## config.mk

```make
export PLATFORM = sky130hd
export DESIGN_NAME = backslash_escape_decoder_unit
export DESIGN_NICKNAME = d
export VERILOG_FILES = /design/src/rtl/core/bed_pkg.sv /design/src/rtl/core/backslash_escape_decoder_unit.sv /design/src/rtl/core/bed_front.sv /design/src/rtl/core/bed_queue.sv /design/src/rtl/core/bed_back.sv
export VERILOG_INCLUDE_DIRS = /design/src /design/src/rtl/core
export SDC_FILE = /design/constraint.sdc
export NUM_CORES = 1
export LEC_CHECK = 0
export BUFFER_PORTS_ARGS = -buffer_cell sky130_fd_sc_hd__buf_2
export CORE_MARGIN = 2
export CORE_UTILIZATION = 35
export DETAILED_ROUTE_END_ITERATION = 16
export GPL_TIMING_DRIVEN = 0
export PLACE_DENSITY_LB_ADDON = 0.25
export SYNTH_ARGS = -nofsm -noshare
export SYNTH_HDL_FRONTEND = slang
export SYNTH_SLANG_ARGS = --single-unit
```

## constraint.sdc

```tcl
create_clock -name clk_i -period 2.7 [get_ports clk_i]
set_input_delay 0.405 -clock clk_i [delete_from_list [all_inputs] [get_ports clk_i]]
set_output_delay 0.405 -clock clk_i [all_outputs]
set_load 0.01 [all_outputs]
```

## src/rtl/core/backslash_escape_decoder_unit_macros.svh

```systemverilog
// ---------------------------------------------------------------------------
// Assertion macros for the backslash escape decoder
// Shorthand for clocked, reset-qualified concurrent assertions.
// ---------------------------------------------------------------------------
`ifndef BACKSLASH_ESCAPE_DECODER_UNIT_MACROS_SVH
`define BACKSLASH_ESCAPE_DECODER_UNIT_MACROS_SVH

// same-cycle implication
`define BED_ASSERT_IMPL(lbl, ante, cons, msg) \
  lbl: assert property (@(posedge clk_i) disable iff (!rst_ni) (ante) |-> (cons)) \
    else $error(msg);

// next-cycle implication
`define BED_ASSERT_NEXT(lbl, ante, cons, msg) \
  lbl: assert property (@(posedge clk_i) disable iff (!rst_ni) (ante) |=> (cons)) \
    else $error(msg);

`endif

```

## src/rtl/core/bed_pkg.sv

```systemverilog
`timescale 1ns / 1ps
// ---------------------------------------------------------------------------
// bed_pkg
// Shared types and constants of the backslash escape decoder.
// ---------------------------------------------------------------------------
package bed_pkg;

  localparam int unsigned QUEUE_DEPTH_DEFAULT = 4;

  localparam logic [7:0] CH_BSL   = 8'h5C;
  localparam logic [7:0] CH_QUOTE = 8'h22;
  localparam logic [7:0] CH_APOS  = 8'h27;
  localparam logic [7:0] CH_T     = 8'h74;
  localparam logic [7:0] CH_N     = 8'h6E;
  localparam logic [7:0] CH_R     = 8'h72;
  localparam logic [7:0] CH_U_LO  = 8'h75;
  localparam logic [7:0] CH_U_UP  = 8'h55;
  localparam logic [7:0] CH_TAB   = 8'h09;
  localparam logic [7:0] CH_LF    = 8'h0A;
  localparam logic [7:0] CH_CR    = 8'h0D;

  typedef struct packed {
    logic [7:0] in_byte;
    logic       last;
  } in_item_t;

  typedef struct packed {
    logic [7:0] out_byte;
    logic       end_of_string;
    logic       error;
  } out_item_t;

  // one classified operation: one result, or two when two_res is set
  typedef struct packed {
    logic       two_res;
    logic [7:0] hi_byte;
    logic [7:0] lo_byte;
    logic       eos;
    logic       err;
  } op_t;

  typedef struct packed {
    logic first_half;
  } back_status_t;

endpackage

```

## src/rtl/core/backslash_escape_decoder_unit.sv

```systemverilog
`timescale 1ns / 1ps
// ---------------------------------------------------------------------------
// backslash_escape_decoder_unit
// Streaming unescaper for backslash-escaped strings, queue-style ports.
// ---------------------------------------------------------------------------
// The decoder takes one byte of an escaped string per cycle while full is
// low and gives the unescaped bytes in order. Both sides are queues: push
// while full is low, pop while empty is low. A byte is parsed the cycle it
// is transferred in; the parser issues at most one operation per byte into a
// short register queue (QUEUE_DEPTH entries), and the expander drains it at
// one result per cycle while pop is high. Most bytes give at most one result,
// so input and output both run at one transfer per cycle when neither side
// stalls. A u escape whose high byte is nonzero gives two results and holds
// the expander for both of them; the queue soaks this up and full rises only
// when the expander falls QUEUE_DEPTH operations behind. Each operation is
// registered in the queue before its result appears. An error result carries
// out_byte zero and end_of_string set; the rest of that string is swallowed
// without results. Results are read straight off the queue head register.
// ---------------------------------------------------------------------------
`include "backslash_escape_decoder_unit_macros.svh"

module backslash_escape_decoder_unit #(
  parameter int unsigned QUEUE_DEPTH = bed_pkg::QUEUE_DEPTH_DEFAULT
) (
  input  logic               clk_i,
  input  logic               rst_ni,
  input  logic               push,
  output logic               full,
  input  bed_pkg::in_item_t  in_item_i,
  output logic               empty,
  input  logic               pop,
  output bed_pkg::out_item_t out_item_o
);
  import bed_pkg::*;

  // parser -> queue
  logic         op_valid;
  op_t          op;
  // queue -> expander
  op_t          head;
  logic         q_empty;
  logic         deq;
  back_status_t back_status;
  // high byte of a pair is on the result ports
  logic         pair_hi;

  // front: classifies each byte, keeps the escape state
  bed_front u_front (
    .clk_i      (clk_i),
    .rst_ni     (rst_ni),
    .push       (push),
    .full       (full),
    .in_item_i  (in_item_i),
    .op_valid_o (op_valid),
    .op_o       (op)
  );

  // decoupling queue; its full flag is the input-side backpressure
  bed_queue #(
    .DEPTH (QUEUE_DEPTH)
  ) u_queue (
    .clk_i   (clk_i),
    .rst_ni  (rst_ni),
    .wr_en_i (op_valid),
    .wr_op_i (op),
    .rd_en_i (deq),
    .head_o  (head),
    .empty_o (q_empty),
    .full_o  (full)
  );

  // back: splits two-byte operations into two result transfers
  bed_back u_back (
    .clk_i        (clk_i),
    .rst_ni       (rst_ni),
    .head_i       (head),
    .head_empty_i (q_empty),
    .pop          (pop),
    .empty        (empty),
    .out_item_o   (out_item_o),
    .deq_o        (deq),
    .status_o     (back_status)
  );

  assign pair_hi = back_status.first_half;

  // error results are always zero-byte, string-ending
  `BED_ASSERT_IMPL(a_err_byte, !empty && out_item_o.error, out_item_o.out_byte == '0, "err byte")
  `BED_ASSERT_IMPL(a_err_eos, !empty && out_item_o.error, out_item_o.end_of_string, "err eos")
  // the high byte of a pair is taken, so the low byte must follow at once
  `BED_ASSERT_NEXT(a_pair_follows, pop && pair_hi, !empty && !pair_hi, "pair broken")
  // a full queue can never look empty on the result side
  `BED_ASSERT_IMPL(a_full_not_empty, full, !empty, "queue full yet empty")

endmodule

```

## src/rtl/core/bed_front.sv

```systemverilog
`timescale 1ns / 1ps
// ---------------------------------------------------------------------------
// bed_front
// Escape parser: takes input bytes and issues classified operations.
// ---------------------------------------------------------------------------
module bed_front (
  input  logic              clk_i,
  input  logic              rst_ni,
  input  logic              push,
  input  logic              full,
  input  bed_pkg::in_item_t in_item_i,
  output logic              op_valid_o,
  output bed_pkg::op_t      op_o
);
  import bed_pkg::*;

  typedef enum logic [1:0] {
    MODE_NORMAL,
    MODE_ESCAPE,
    MODE_HEX,
    MODE_DROP
  } mode_e;

  mode_e       mode_q, mode_d;
  logic [1:0]  cnt_q, cnt_d;
  logic [11:0] acc_q, acc_d;
  logic        accept;
  logic [4:0]  hex;
  logic [7:0]  c;
  logic        last;

  // {valid, nibble}
  function automatic logic [4:0] hex_decode(input logic [7:0] ch);
    logic [4:0] r;
    r = 5'h00;
    if (ch >= 8'h30 && ch <= 8'h39) r = {1'b1, 4'(ch - 8'h30)};
    else if (ch >= 8'h61 && ch <= 8'h66) r = {1'b1, 4'(ch - 8'h57)};
    else if (ch >= 8'h41 && ch <= 8'h46) r = {1'b1, 4'(ch - 8'h37)};
    return r;
  endfunction

  function automatic op_t single(input logic [7:0] b, input logic eos);
    op_t o;
    o = '0;
    o.lo_byte = b;
    o.eos     = eos;
    return o;
  endfunction

  function automatic op_t err_op();
    op_t o;
    o = '0;
    o.eos = 1'b1;
    o.err = 1'b1;
    return o;
  endfunction

  assign accept = push && !full;
  assign c      = in_item_i.in_byte;
  assign last   = in_item_i.last;
  assign hex    = hex_decode(c);

  always_comb begin
    mode_d     = mode_q;
    cnt_d      = cnt_q;
    acc_d      = acc_q;
    op_valid_o = 1'b0;
    op_o       = single(c, last);
    if (accept) begin
      unique case (mode_q)
        MODE_NORMAL: begin
          if (c == CH_BSL) begin
            if (last) begin
              op_valid_o = 1'b1;
              op_o       = err_op();
            end else begin
              mode_d = MODE_ESCAPE;
            end
          end else begin
            op_valid_o = 1'b1;
          end
        end
        MODE_ESCAPE: begin
          mode_d     = MODE_NORMAL;
          op_valid_o = 1'b1;
          unique case (c) inside
            CH_BSL, CH_QUOTE, CH_APOS: op_o = single(c, last);
            CH_T: op_o = single(CH_TAB, last);
            CH_N: op_o = single(CH_LF, last);
            CH_R: op_o = single(CH_CR, last);
            CH_U_LO, CH_U_UP: begin
              cnt_d = '0;
              acc_d = '0;
              if (last) begin
                op_o = err_op();
              end else begin
                mode_d     = MODE_HEX;
                op_valid_o = 1'b0;
              end
            end
            default: begin
              op_o   = err_op();
              mode_d = last ? MODE_NORMAL : MODE_DROP;
              cnt_d  = '0;
              acc_d  = '0;
            end
          endcase
        end
        MODE_HEX: begin
          if (!hex[4]) begin
            op_valid_o = 1'b1;
            op_o       = err_op();
            mode_d     = last ? MODE_NORMAL : MODE_DROP;
            cnt_d      = '0;
            acc_d      = '0;
          end else if (cnt_q != 2'd3) begin
            acc_d = {acc_q[7:0], hex[3:0]};
            cnt_d = cnt_q + 2'd1;
            if (last) begin
              // string ended inside the hex digits
              op_valid_o = 1'b1;
              op_o       = err_op();
              mode_d     = MODE_NORMAL;
              cnt_d      = '0;
              acc_d      = '0;
            end
          end else begin
            op_valid_o   = 1'b1;
            op_o         = '0;
            op_o.hi_byte = acc_q[11:4];
            op_o.lo_byte = {acc_q[3:0], hex[3:0]};
            op_o.two_res = (acc_q[11:4] != 8'h00);
            op_o.eos     = last;
            mode_d       = MODE_NORMAL;
            cnt_d        = '0;
            acc_d        = '0;
          end
        end
        MODE_DROP: begin
          if (last) mode_d = MODE_NORMAL;
        end
        default: mode_d = MODE_NORMAL;
      endcase
    end
  end

  always_ff @(posedge clk_i or negedge rst_ni) begin
    if (!rst_ni) begin
      mode_q <= MODE_NORMAL;
      cnt_q  <= '0;
      acc_q  <= '0;
    end else begin
      mode_q <= mode_d;
      cnt_q  <= cnt_d;
      acc_q  <= acc_d;
    end
  end

endmodule

```

## src/rtl/core/bed_queue.sv

```systemverilog
`timescale 1ns / 1ps
// ---------------------------------------------------------------------------
// bed_queue
// Short register FIFO of operations between parser and expander.
// ---------------------------------------------------------------------------
module bed_queue #(
  parameter int unsigned DEPTH = bed_pkg::QUEUE_DEPTH_DEFAULT
) (
  input  logic         clk_i,
  input  logic         rst_ni,
  input  logic         wr_en_i,
  input  bed_pkg::op_t wr_op_i,
  input  logic         rd_en_i,
  output bed_pkg::op_t head_o,
  output logic         empty_o,
  output logic         full_o
);
  import bed_pkg::*;

  localparam int unsigned AW = (DEPTH > 1) ? $clog2(DEPTH) : 1;
  localparam int unsigned CW = $clog2(DEPTH + 1);

  op_t           mem_q [DEPTH];
  logic [AW-1:0] wptr_q, rptr_q;
  logic [CW-1:0] count_q;
  logic          do_wr, do_rd;

  function automatic logic [AW-1:0] ptr_next(input logic [AW-1:0] p);
    return (p == AW'(DEPTH - 1)) ? '0 : p + 1'b1;
  endfunction

  assign empty_o = (count_q == '0);
  assign full_o  = (count_q == CW'(DEPTH));
  assign head_o  = mem_q[rptr_q];
  assign do_wr   = wr_en_i && !full_o;
  assign do_rd   = rd_en_i && !empty_o;

  always_ff @(posedge clk_i) begin
    if (do_wr) mem_q[wptr_q] <= wr_op_i;
  end

  always_ff @(posedge clk_i or negedge rst_ni) begin
    if (!rst_ni) begin
      wptr_q  <= '0;
      rptr_q  <= '0;
      count_q <= '0;
    end else begin
      if (do_wr) wptr_q <= ptr_next(wptr_q);
      if (do_rd) rptr_q <= ptr_next(rptr_q);
      if (do_wr && !do_rd) count_q <= count_q + 1'b1;
      else if (do_rd && !do_wr) count_q <= count_q - 1'b1;
    end
  end

endmodule

```

## src/rtl/core/bed_back.sv

```systemverilog
`timescale 1ns / 1ps
// ---------------------------------------------------------------------------
// bed_back
// Expander: turns the queue head into one or two result transfers.
// ---------------------------------------------------------------------------
module bed_back (
  input  logic                  clk_i,
  input  logic                  rst_ni,
  input  bed_pkg::op_t          head_i,
  input  logic                  head_empty_i,
  input  logic                  pop,
  output logic                  empty,
  output bed_pkg::out_item_t    out_item_o,
  output logic                  deq_o,
  output bed_pkg::back_status_t status_o
);
  import bed_pkg::*;

  logic phase_q, phase_d;
  logic first_half;
  logic xfer;

  // first of two results: the high byte, never end of string
  assign first_half = head_i.two_res && !phase_q;
  assign empty      = head_empty_i;
  assign xfer       = pop && !head_empty_i;
  assign deq_o      = xfer && !first_half;

  assign out_item_o.out_byte      = first_half ? head_i.hi_byte : head_i.lo_byte;
  assign out_item_o.end_of_string = first_half ? 1'b0 : head_i.eos;
  assign out_item_o.error         = head_i.err;

  assign status_o.first_half = first_half && !head_empty_i;

  always_comb begin
    phase_d = phase_q;
    if (xfer) phase_d = first_half;
  end

  always_ff @(posedge clk_i or negedge rst_ni) begin
    if (!rst_ni) phase_q <= 1'b0;
    else         phase_q <= phase_d;
  end

endmodule

```

---- After elaboration in Yosys (flattened, before gate mapping) ----
Memory sizes are Yosys's and may differ from the RTL's.
Cells that the tools add are included.
cells by class
  muxes and demuxes ....................... 44
  $add $sub $neg .......................... 8
  reduce and logical (&&, ||, !) cells .... 27
  eq/ne operators ......................... 18
  $lt $le $gt $ge ......................... 6
operator list
  operator                                                                              count
  19-bit two-way mux                                                                    3
  19-bit case mux with 3 select lines                                                   1
  10-bit case mux with 5 select lines                                                   1
  8-bit by 7-bit equality test with 1-bit output (second input constant)                6
  12-bit two-way mux                                                                    4
  2-bit two-way mux                                                                     13
  12-bit case mux with 2 select lines                                                   1
  10-bit two-way mux                                                                    2
  8-bit by 6-bit equality test with 1-bit output (second input constant)                2
  8-bit by 7-bit greater-or-equal comparator with 1-bit output (second input constant)  2
  8-bit by 7-bit less-or-equal comparator with 1-bit output (second input constant)     2
  5-bit two-way mux                                                                     3
  1-bit logical AND                                                                     11
  1-bit two-way mux                                                                     9
  2-bit equality test (second input constant)                                           4
  8-bit by 6-bit greater-or-equal comparator with 1-bit output (second input constant)  1
  8-bit by 6-bit less-or-equal comparator with 1-bit output (second input constant)     1
  8-bit two-way mux                                                                     1
  2-bit case mux with 2 select lines                                                    2
  2-bit case mux with 4 select lines                                                    1
  8-bit nonzero test                                                                    1
  4-bit by 3-bit subtractor with 4-bit output (second input constant)                   2
  2-bit by 1-bit adder with 2-bit output (second input constant)                        3
  1-bit logical NOT                                                                     6
  other kinds (16)                                                                      21
word-level totals
  word-level logic and storage cells ...... 111
  memories ................................ 1
  output and inout bits ................... 12
  bits in writable memories ............... 76
  bits of input ports ..................... 13
  flip-flop bits (word level) ............. 24
memories
  memory         depth  bits a word  rd ports  clocked after Yosys merged registers in  write ports  RTL line         RTL
  u_queue.mem_q  4      19           1         0                                        1            bed_queue.sv:23  op_t mem_q [DEPTH];

---- Longest topological paths before layout ----
Gate-level depths: netlist of run 1.
  depth after elaboration ................. 13
  mapped depth ............................ 13
  mapped depth without buffers ............ 12

---- By module ----
From an unflattened synthesis of run 1, not the netlist that was laid out.
second synthesis, totals
  cell total of the unflattened synthesis .. 333
  area total of the unflattened synthesis .. 4842.1 µm²
by module, submodules not included
  module     area an instance (µm²)  times used  cells an instance
  bed_queue  3178.0                  1           136
  bed_front  1450.1                  1           178
  bed_back   214.0                   1           19

---- Worst setup path before layout of run 1 ----
OpenSTA, ideal clock, no wires.
  path kind ............................... input port to flip-flop
  from .................................... input in_item_i[2] (netlist name)
  to ...................................... register u_queue.count_q[2]
  data required time ...................... 2.621 ns
  path buffers ............................ 1
  cell stages on the path ................. 13
  setup slack ............................. -0.246 ns
  setup time .............................. 0.079 ns
  arrival time ............................ 2.867 ns
  cell sequence ........................... inv_1 ha_1 nor4b_4 nor4_1 or3_1 buf_6 a21oi_4 ha_1 inv_1 fa_1 xor2_1 nor2_1 xor2_1
on the way
  word-level cells in the longest chain between the ends .. 12
ends and longest elaborated chain
  what                                                                                                                                       RTL line                             RTL
  from (decl)                                                                                                                                backslash_escape_decoder_unit.sv:29  input bed_pkg::in_item_t in_item_i,
  8-bit by 7-bit greater-or-equal comparator with 1-bit output or 8-bit by 7-bit less-or-equal comparator with 1-bit output (tied branches)  bed_front.sv:38                      else if (ch >= 8'h41 && ch <= 8'h46) r = {1'b1, 4'(ch - 8'h37)};
  1-bit logical AND                                                                                                                          bed_front.sv:38
  5-bit two-way mux                                                                                                                          bed_front.sv:38
  5-bit two-way mux                                                                                                                          bed_front.sv:37                      else if (ch >= 8'h61 && ch <= 8'h66) r = {1'b1, 4'(ch - 8'h57)};
  5-bit two-way mux                                                                                                                          bed_front.sv:36                      if (ch >= 8'h30 && ch <= 8'h39) r = {1'b1, 4'(ch - 8'h30)};
  1-bit two-way mux                                                                                                                          bed_front.sv:110                     if (!hex[4]) begin
  1-bit case mux with 3 select lines (*)                                                                                                     bed_front.sv:70                      unique case (mode_q)
  1-bit two-way mux (*)                                                                                                                      bed_front.sv:69                      if (accept) begin
  1-bit logical AND (*)                                                                                                                      bed_queue.sv:35                      assign do_wr = wr_en_i && !full_o;
  net u_queue.do_wr                                                                                                                          bed_queue.sv:26                      logic do_wr, do_rd;
  1-bit logical NOT                                                                                                                          bed_queue.sv:51                      else if (do_rd && !do_wr) count_q <= count_q - 1'b1;
  1-bit logical AND                                                                                                                          bed_queue.sv:51
  2-bit nonzero test (no line)                                                                                                               --
  to (signal assigned)                                                                                                                       bed_queue.sv:50                      if (do_wr && !do_rd) count_q <= count_q + 1'b1;
  to (signal assigned)                                                                                                                       bed_queue.sv:51
  to (decl)                                                                                                                                  bed_queue.sv:25                      logic [CW-1:0] count_q;
Mark *: on every way through the listed nets, which the timed path passes. The rest lies on a longest branch.
A chain may end at the register's enable or synchronous reset.

---- Worst setup path after layout of run 1 ----
  from .................................... input in_item_i[1] (netlist name)
  to ...................................... register u_queue.count_q[2]
The elaborated chain is that of the path after synthesis.

==> impl_metrics.env, run 1 <==
export IMPL_outcome="finished, final reports clean"
export IMPL_critical_path_class="primary input to flop"
export IMPL_gp_congestion=0.879
export IMPL_ys_types=69
export IMPL_pwr_share_comb_pct=39.1
export IMPL_intPower_uw=4080
export IMPL_start_util_pct=36.1
export IMPL_yosysTopAreaCell="edfxtp_1"
export IMPL_clock_skew_ns=0.00817
export IMPL_seqPwrFrac_pct=36.2
export IMPL_finalPower_uw=5920
export IMPL_leakage_uw=0.00223
export IMPL_synth_fp_nets=376
export IMPL_crit_required_ns=2.96
export IMPL_core_area_um2=14000
export IMPL_drive_above_1_share_pct=31.7
export IMPL_drtIter0Drc=225
export IMPL_ys_seq_area_share_pct=57.1
export IMPL_crit_path_max_incr_delay_ns=0.38
export IMPL_hold_path_class="primary input to asynchronous set/reset pin"
export IMPL_die_h_um=124
export IMPL_peakVddDrop_uv=332
export IMPL_clock_path_buffers=2
export IMPL_worstReg2RegStart="u_queue.rptr_q[1]"
export IMPL_cts_root_buf="clkbuf_16"
export IMPL_fin_setup_tns_ns=0
export IMPL_fin_crit_ns=2.66
export IMPL_p_clk_share_pct=24.6
export IMPL_grt_first_pass_wirelength_um=17700
export IMPL_routed_wl_um=11000
export IMPL_remaining_drc_errors=0
export IMPL_wl_per_cell_um=18.9
export IMPL_path_clk_slew_ns=0.07
export IMPL_crit_path_top_delay_cell="or3_1"
export IMPL_crit_chain="clkbuf_4 > inv_4 > ha_4 > o21bai_2 > a2111oi_4 > buf_4 > or3_1 > buf_6 > a21oi_4 > ha_4 > inv_2 > fa_2 > xor2_1 > nor2_1 > xor2_1"
export IMPL_synth_most_common_cell="edfxtp_1"
export IMPL_synth_edff_count=76
export IMPL_syn2layout_area_growth_pct=18.9
export IMPL_cts_tree="built"
export IMPL_vias_per_cell=5.42
export IMPL_path_max_fanout=10
export IMPL_fin_crit_sh_pct=98.6
export IMPL_timing_fmax_mhz=376
export IMPL_worstSetupStartpointType="primary input"
export IMPL_die_w_um=124
export IMPL_synth_seq_cells=100
export IMPL_slew_violations=0
export IMPL_p_switching_uw=1840
export IMPL_setup_viol=0
export IMPL_cts_sinks=100
export IMPL_first_global_vias=3195
export IMPL_netlist_area_um2=5050
export IMPL_switching_share_pct=31.1
export IMPL_end_kind="flop"
export IMPL_worst_path_buf_inv=5
export IMPL_n_antenna_cell=0
export IMPL_drt_antenna_violating_nets=0
export IMPL_critPathTopFamily="adder cells"
export IMPL_layout_nets=421
export IMPL_synthTopCellsByCount="edfxtp_1, dfrtp_1, mux4_2"
export IMPL_synth_top_area_share_pct=45.2
export IMPL_htree_num_levels=3
export IMPL_cts_made_buffers=9
export IMPL_first_pass_iters=4
export IMPL_avgSynthCellArea_um2=14.4
export IMPL_rsz0062_at_grt="true"
export IMPL_hold_violations=0
export IMPL_arrival_ns=2.92
export IMPL_yosys_top_cells_area="edfxtp_1, dfrtp_1, mux4_2"
export IMPL_p_per_area_nw_per_um2=987
export IMPL_clk_latency_ns=0.34
export IMPL_grt_total_usage_pct=15.4
export IMPL_startpoint="in_item_i[1]"
export IMPL_slew_headroom_pct=44.7
export IMPL_synth_warnings=0
export IMPL_ys_async_sr_fraction_pct=24.0
export IMPL_grt_antenna_before_repair=0
export IMPL_ys_flop_type="edfxtp_1"
export IMPL_io_buffers=22
export IMPL_place_hpwl_um=7740
export IMPL_holdBufCountCts=0
export IMPL_grt_start_max_net_pins=25
export IMPL_vias=3149
export IMPL_ios=25
export IMPL_num_rows=43
export IMPL_tightest_slew_ns=0.829
export IMPL_grt_remaining_overflow=0
export IMPL_fp_dieArea_um2=15400
export IMPL_netlist_instances=351
export IMPL_drv_cap=0
-- power groups by stage --
| stage | sequential [uW] | combinational (uW) | clock (uW) |
|---|---|---|---|
| 2_1_floorplan | 2140 | 1480 | 0 |
| 3_3_place_gp | 2160 | 2030 | 0 |
| 3_5_place_dp | 2180 | 2060 | 0 |
| 4_1_cts | 2150 | 2320 | 1490 |
| 5_1_grt | 2180 | 2530 | 1550 |
| 6_report | 2150 | 2320 | 1460 |
-- cells by family after synthesis --
group | count (synthesis) | share of synthesized area, %
buffers and inverters | 33 | 3.25
XOR/XNOR | 5 | 0.868
AO/OA/AOI/OAI | 66 | 11.9
AND/OR/NAND/NOR | 98 | 11.6
adder cells (fa/ha/maj) | 12 | 3.12
multiplexers | 37 | 12.2
flip-flops | 100 | 57.1
-- final cells by class --
class,count,area [um2]
clock buffers,9,225
inverters,15,71.3
well taps,180,225
repair buffers,34,241
multi-input cells,218,2110
fillers,1287,7990
flip-flops and latches,100,2880
clock inverters,7,123
plain buffers,18,125
-- registers in the layout (all words and copies together), names as in the netlist --
| register | flops |
|---|---|
| u_front.mode_q | 2 |
| u_queue.wptr_q | 2 |
| u_front.acc_q | 12 |
| u_front.cnt_q | 2 |
| u_queue.mem_q | 76 |
| u_back.phase_q | 1 |
| u_queue.count_q | 3 |
| u_queue.rptr_q | 2 |
-- per-layer routing --
metal / vias up / track usage [%] / part of all wire [%]
met2: 71 / 24.4 / 47
met3: 11 / 1.60 / 3.9
met1: 1585 / 21.9 / 47
li1: 1482 / - / -
met5: - / 0 / 0
met4: 0 / 5.90 / 1.6
-- worst register-to-register path: stages (launching register included) --
cell	delay [ns]
dfrtp_2	0.40
mux2i_1	0.22
mux2_4	0.20
nor2_4	0.05
buf_8	0.15
buf_4	0.14
nor2_1	0.20
inv_1	0.11
ha_4	0.18
inv_2	0.05
fa_2	0.41
mux2_2	0.27
-- per-stage QoR --
stage	hold WS [ns]	instance area [um2]	util, %	cells	setup WS (ns)
6_report	0.0488	6000	42.9	581	0.0370
2_1_floorplan	0.109	5110	-	351	-0.158
3_3_place_gp	0.431	5450	38.9	553	-0.675
5_1_grt	0.0968	6000	42.9	581	-0.113
3_5_place_dp	0.436	5450	38.9	553	-0.683
4_1_cts	0.0656	5930	42.4	576	-0.00193
-- repair_timing --
action                                  in CTS  in global routing
pin swaps                                    4                  8
endpoints found under the setup margin      87                 94
setup buffers                                7                  5
gates resized for setup                     21                 12
-- layout by cell type (no fill, tap or decap), drive strengths merged, types with 10 or more instances in the layout --
| cell type | count |
|---|---|
| edfxtp | 76 |
| buf | 43 |
| dfrtp | 24 |
| mux4 | 18 |
| nor2 | 17 |
| clkbuf | 17 |
| inv | 16 |
| mux2 | 16 |
| nand2 | 15 |
| a22o | 14 |
| and2 | 13 |
| ha | 11 |
| nor3 | 10 |
-- path summary, 6_finish.rpt --
path                                 endpoint  slack (ns)  cells after the start
max                        u_queue.count_q[2]        0.04                     15
min                        u_queue.count_q[1]        0.05                      1
max reg2reg                u_queue.count_q[1]        0.20                     11
min reg2reg                u_queue.count_q[2]        0.50                      1
max in group asynchronous   u_queue.rptr_q[1]        2.25                      1
min in group clk_i             u_back.phase_q        0.41                      3
(Power assumes the default switching activity.)
==> run 2: changes to the inputs <==
--- a/config.mk
+++ b/config.mk
@@ -10,8 +10,8 @@
 export CORE_MARGIN = 2
 export CORE_UTILIZATION = 35
 export DETAILED_ROUTE_END_ITERATION = 16
-export GPL_TIMING_DRIVEN = 0
 export PLACE_DENSITY_LB_ADDON = 0.25
 export SYNTH_ARGS = -nofsm -noshare
 export SYNTH_HDL_FRONTEND = slang
 export SYNTH_SLANG_ARGS = --single-unit
+export TNS_END_PERCENT = 10
==> run 2 against run 1 <==
Clock-buffer cell count up 2. Power fell by 2.7%. Sequential power barely moved. Hold slack lost 0.0098 ns. Setup slack better by 0.031 ns. First-iteration DRC count increased by 11%. Critical path depth down 8. Final area rose by 2.0%. Die area stayed put. Non-clock buffer count increased by 19. Critical endpoint is now out_item_o[5]. Highest routed layer unchanged.
==> impl_metrics.env, run 2 (synthesized netlist as in run 1, its figures left out) <==
export IMPL_grt_antenna_before_repair=0
export IMPL_critical_path_class="flop to output port"
export IMPL_wl_per_cell_um=18.3
export IMPL_dp_cells=583
export IMPL_cts_root_buf="clkbuf_16"
export IMPL_vias=3247
export IMPL_core_area_um2=14000
export IMPL_drive_above_1_share_pct=34.8
export IMPL_start_util_pct=36.1
export IMPL_drv_cap=0
export IMPL_hold_path_class="primary input to asynchronous set/reset pin"
export IMPL_vias_per_cell=5.41
export IMPL_die_h_um=124
export IMPL_grt_remaining_overflow=0
export IMPL_first_pass_iters=4
export IMPL_slew_headroom_pct=59.6
export IMPL_clock_path_buffers=2
export IMPL_holdBufCountCts=0
export IMPL_clk_latency_ns=0.35
export IMPL_grt_start_max_net_pins=25
export IMPL_clock_skew_ns=0.00819
export IMPL_p_per_area_nw_per_um2=942
export IMPL_cts_made_buffers=9
export IMPL_end_kind="output port"
export IMPL_fp_dieArea_um2=15400
export IMPL_timing_fmax_mhz=380
export IMPL_tightest_slew_ns=0.590
export IMPL_io_buffers=24
export IMPL_layout_nets=440
export IMPL_nFillCells=1302
export IMPL_rsz0062_at_grt="false"
export IMPL_fin_setup_tns_ns=0
export IMPL_reg_largest_list="u_queue.mem_q: 76 flops, u_front.acc_q: 12 flops, u_queue.count_q: 3 flops"
export IMPL_grt_first_pass_wirelength_um=18000
export IMPL_htree_num_levels=3
export IMPL_leakage_uw=0.00233
export IMPL_fin_crit_sh_pct=97.5
export IMPL_grt_total_usage_pct=15.7
export IMPL_path_max_fanout=18
export IMPL_outcome="finished, final reports clean"
export IMPL_mostFrequentLayoutCells="edfxtp_1, buf_4, buf_2, dfrtp_1, mux4_2"
export IMPL_drtIter0Drc=250
export IMPL_path_clk_slew_ns=0.07
export IMPL_largest_reg_flops=76
export IMPL_peakVddDrop_uv=392
export IMPL_arrival_ns=2.23
export IMPL_worstSetupStartpointType="flop"
export IMPL_largest_register="u_queue.mem_q"
export IMPL_remaining_drc_errors=0
export IMPL_num_rows=43
export IMPL_syn2layout_area_growth_pct=21.3
export IMPL_n_antenna_cell=0
export IMPL_instances_no_fill=600
export IMPL_slew_violations=0
export IMPL_hold_violations=0
export IMPL_die_w_um=124
export IMPL_drt_antenna_violating_nets=0
export IMPL_crit_required_ns=2.30
export IMPL_cts_sinks=100
export IMPL_fin_crit_ns=2.63
export IMPL_ios=25
export IMPL_setup_viol=0
export IMPL_cts_tree="built"
export IMPL_gp_congestion=0.846
export IMPL_place_hpwl_um=7820
export IMPL_mostFrequentLayoutCell="edfxtp_1"
export IMPL_first_global_vias=3269
export IMPL_routed_wl_um=11000
## run 2: changes by cell type in the layout (fill, tap and decap cells not counted), sizes merged
cell and delta:
bufinv -1, clkbuf -5, buf +27, clkinv +1, clkinvlp -2, clkdlybuf4s18 -1
## run 2: path summary, 6_finish.rpt
check	startpoint	end	slack [ns]	depth (start not counted)
setup / recovery	u_queue.rptr_q[1]	out_item_o[5]	0.07	7
hold / removal	rst_ni	u_queue.rptr_q[0]	0.04	1
setup reg to reg	u_queue.count_q[0]	u_queue.count_q[1]	0.25	9
hold reg to reg	u_queue.count_q[2]	u_queue.count_q[2]	0.50	1
min in group clk_i	pop	u_back.phase_q	0.40	3
max in group asynchronous	rst_ni	u_queue.rptr_q[1]	2.26	1
## run 2: layout make-up
type                    count  area [um2]  share of cell area (%)
well taps                 180         225                    3.68
clock inverters             5        82.6                    1.35
clock buffers              11         253                    4.13
multi-input cells         218        2070                    33.8
repair buffers             71         538                    8.79
flip-flops and latches    100        2880                    47.1
inverters                  15        68.8                    1.12
## run 2: repair_timing
item | CTS | global route
endpoints found under the setup margin | 9 | 10
resized for setup | 2 | 4
pin swaps | 1 | 6
buffers inserted | 1 | 0
hold endpoints to repair | 0 | 0
## run 2: critical path: stages (launching register included)
cell     delay, ns
dfrtp_2       0.43
mux2i_1       0.12
mux2_4        0.30
nor2_4        0.11
buf_12        0.17
mux4_2        0.31
mux2_2        0.28
buf_2         0.14
## run 2: per-stage QoR
stage,cell area (um2),setup slack (ns),hold WS (ns),total power [uW],util (%)
floorplan,5110,-0.159,0.109,3620,-
global placement,5750,-0.330,0.429,4300,41.1
detailed placement,5750,-0.393,0.434,4370,41.1
CTS,6100,0.00586,0.0598,5810,43.6
global route,6120,0.00566,0.0811,6140,43.8
finish,6120,0.0676,0.0390,5770,43.8
## run 2: report_power, final
group | internal [uW] | total [uW] | leakage [uW] | switching [uW]
Clock | 866 | 1420 | 0.000166 | 550
Sequential | 2020 | 2180 | 0.00101 | 157
Combinational | 1080 | 2170 | 0.00115 | 1090
Total | 3970 | 5770 | 0.00233 | 1800
## run 2: routing by layer
metal / up-vias / track usage [%] / part of all wire, %
met5: - / 0 / 0
li1: 1521 / - / -
met1: 1637 / 21.8 / 48
met4: 0 / 4.21 / 1.2
met2: 81 / 25.0 / 47
met3: 8 / 3.34 / 4.3
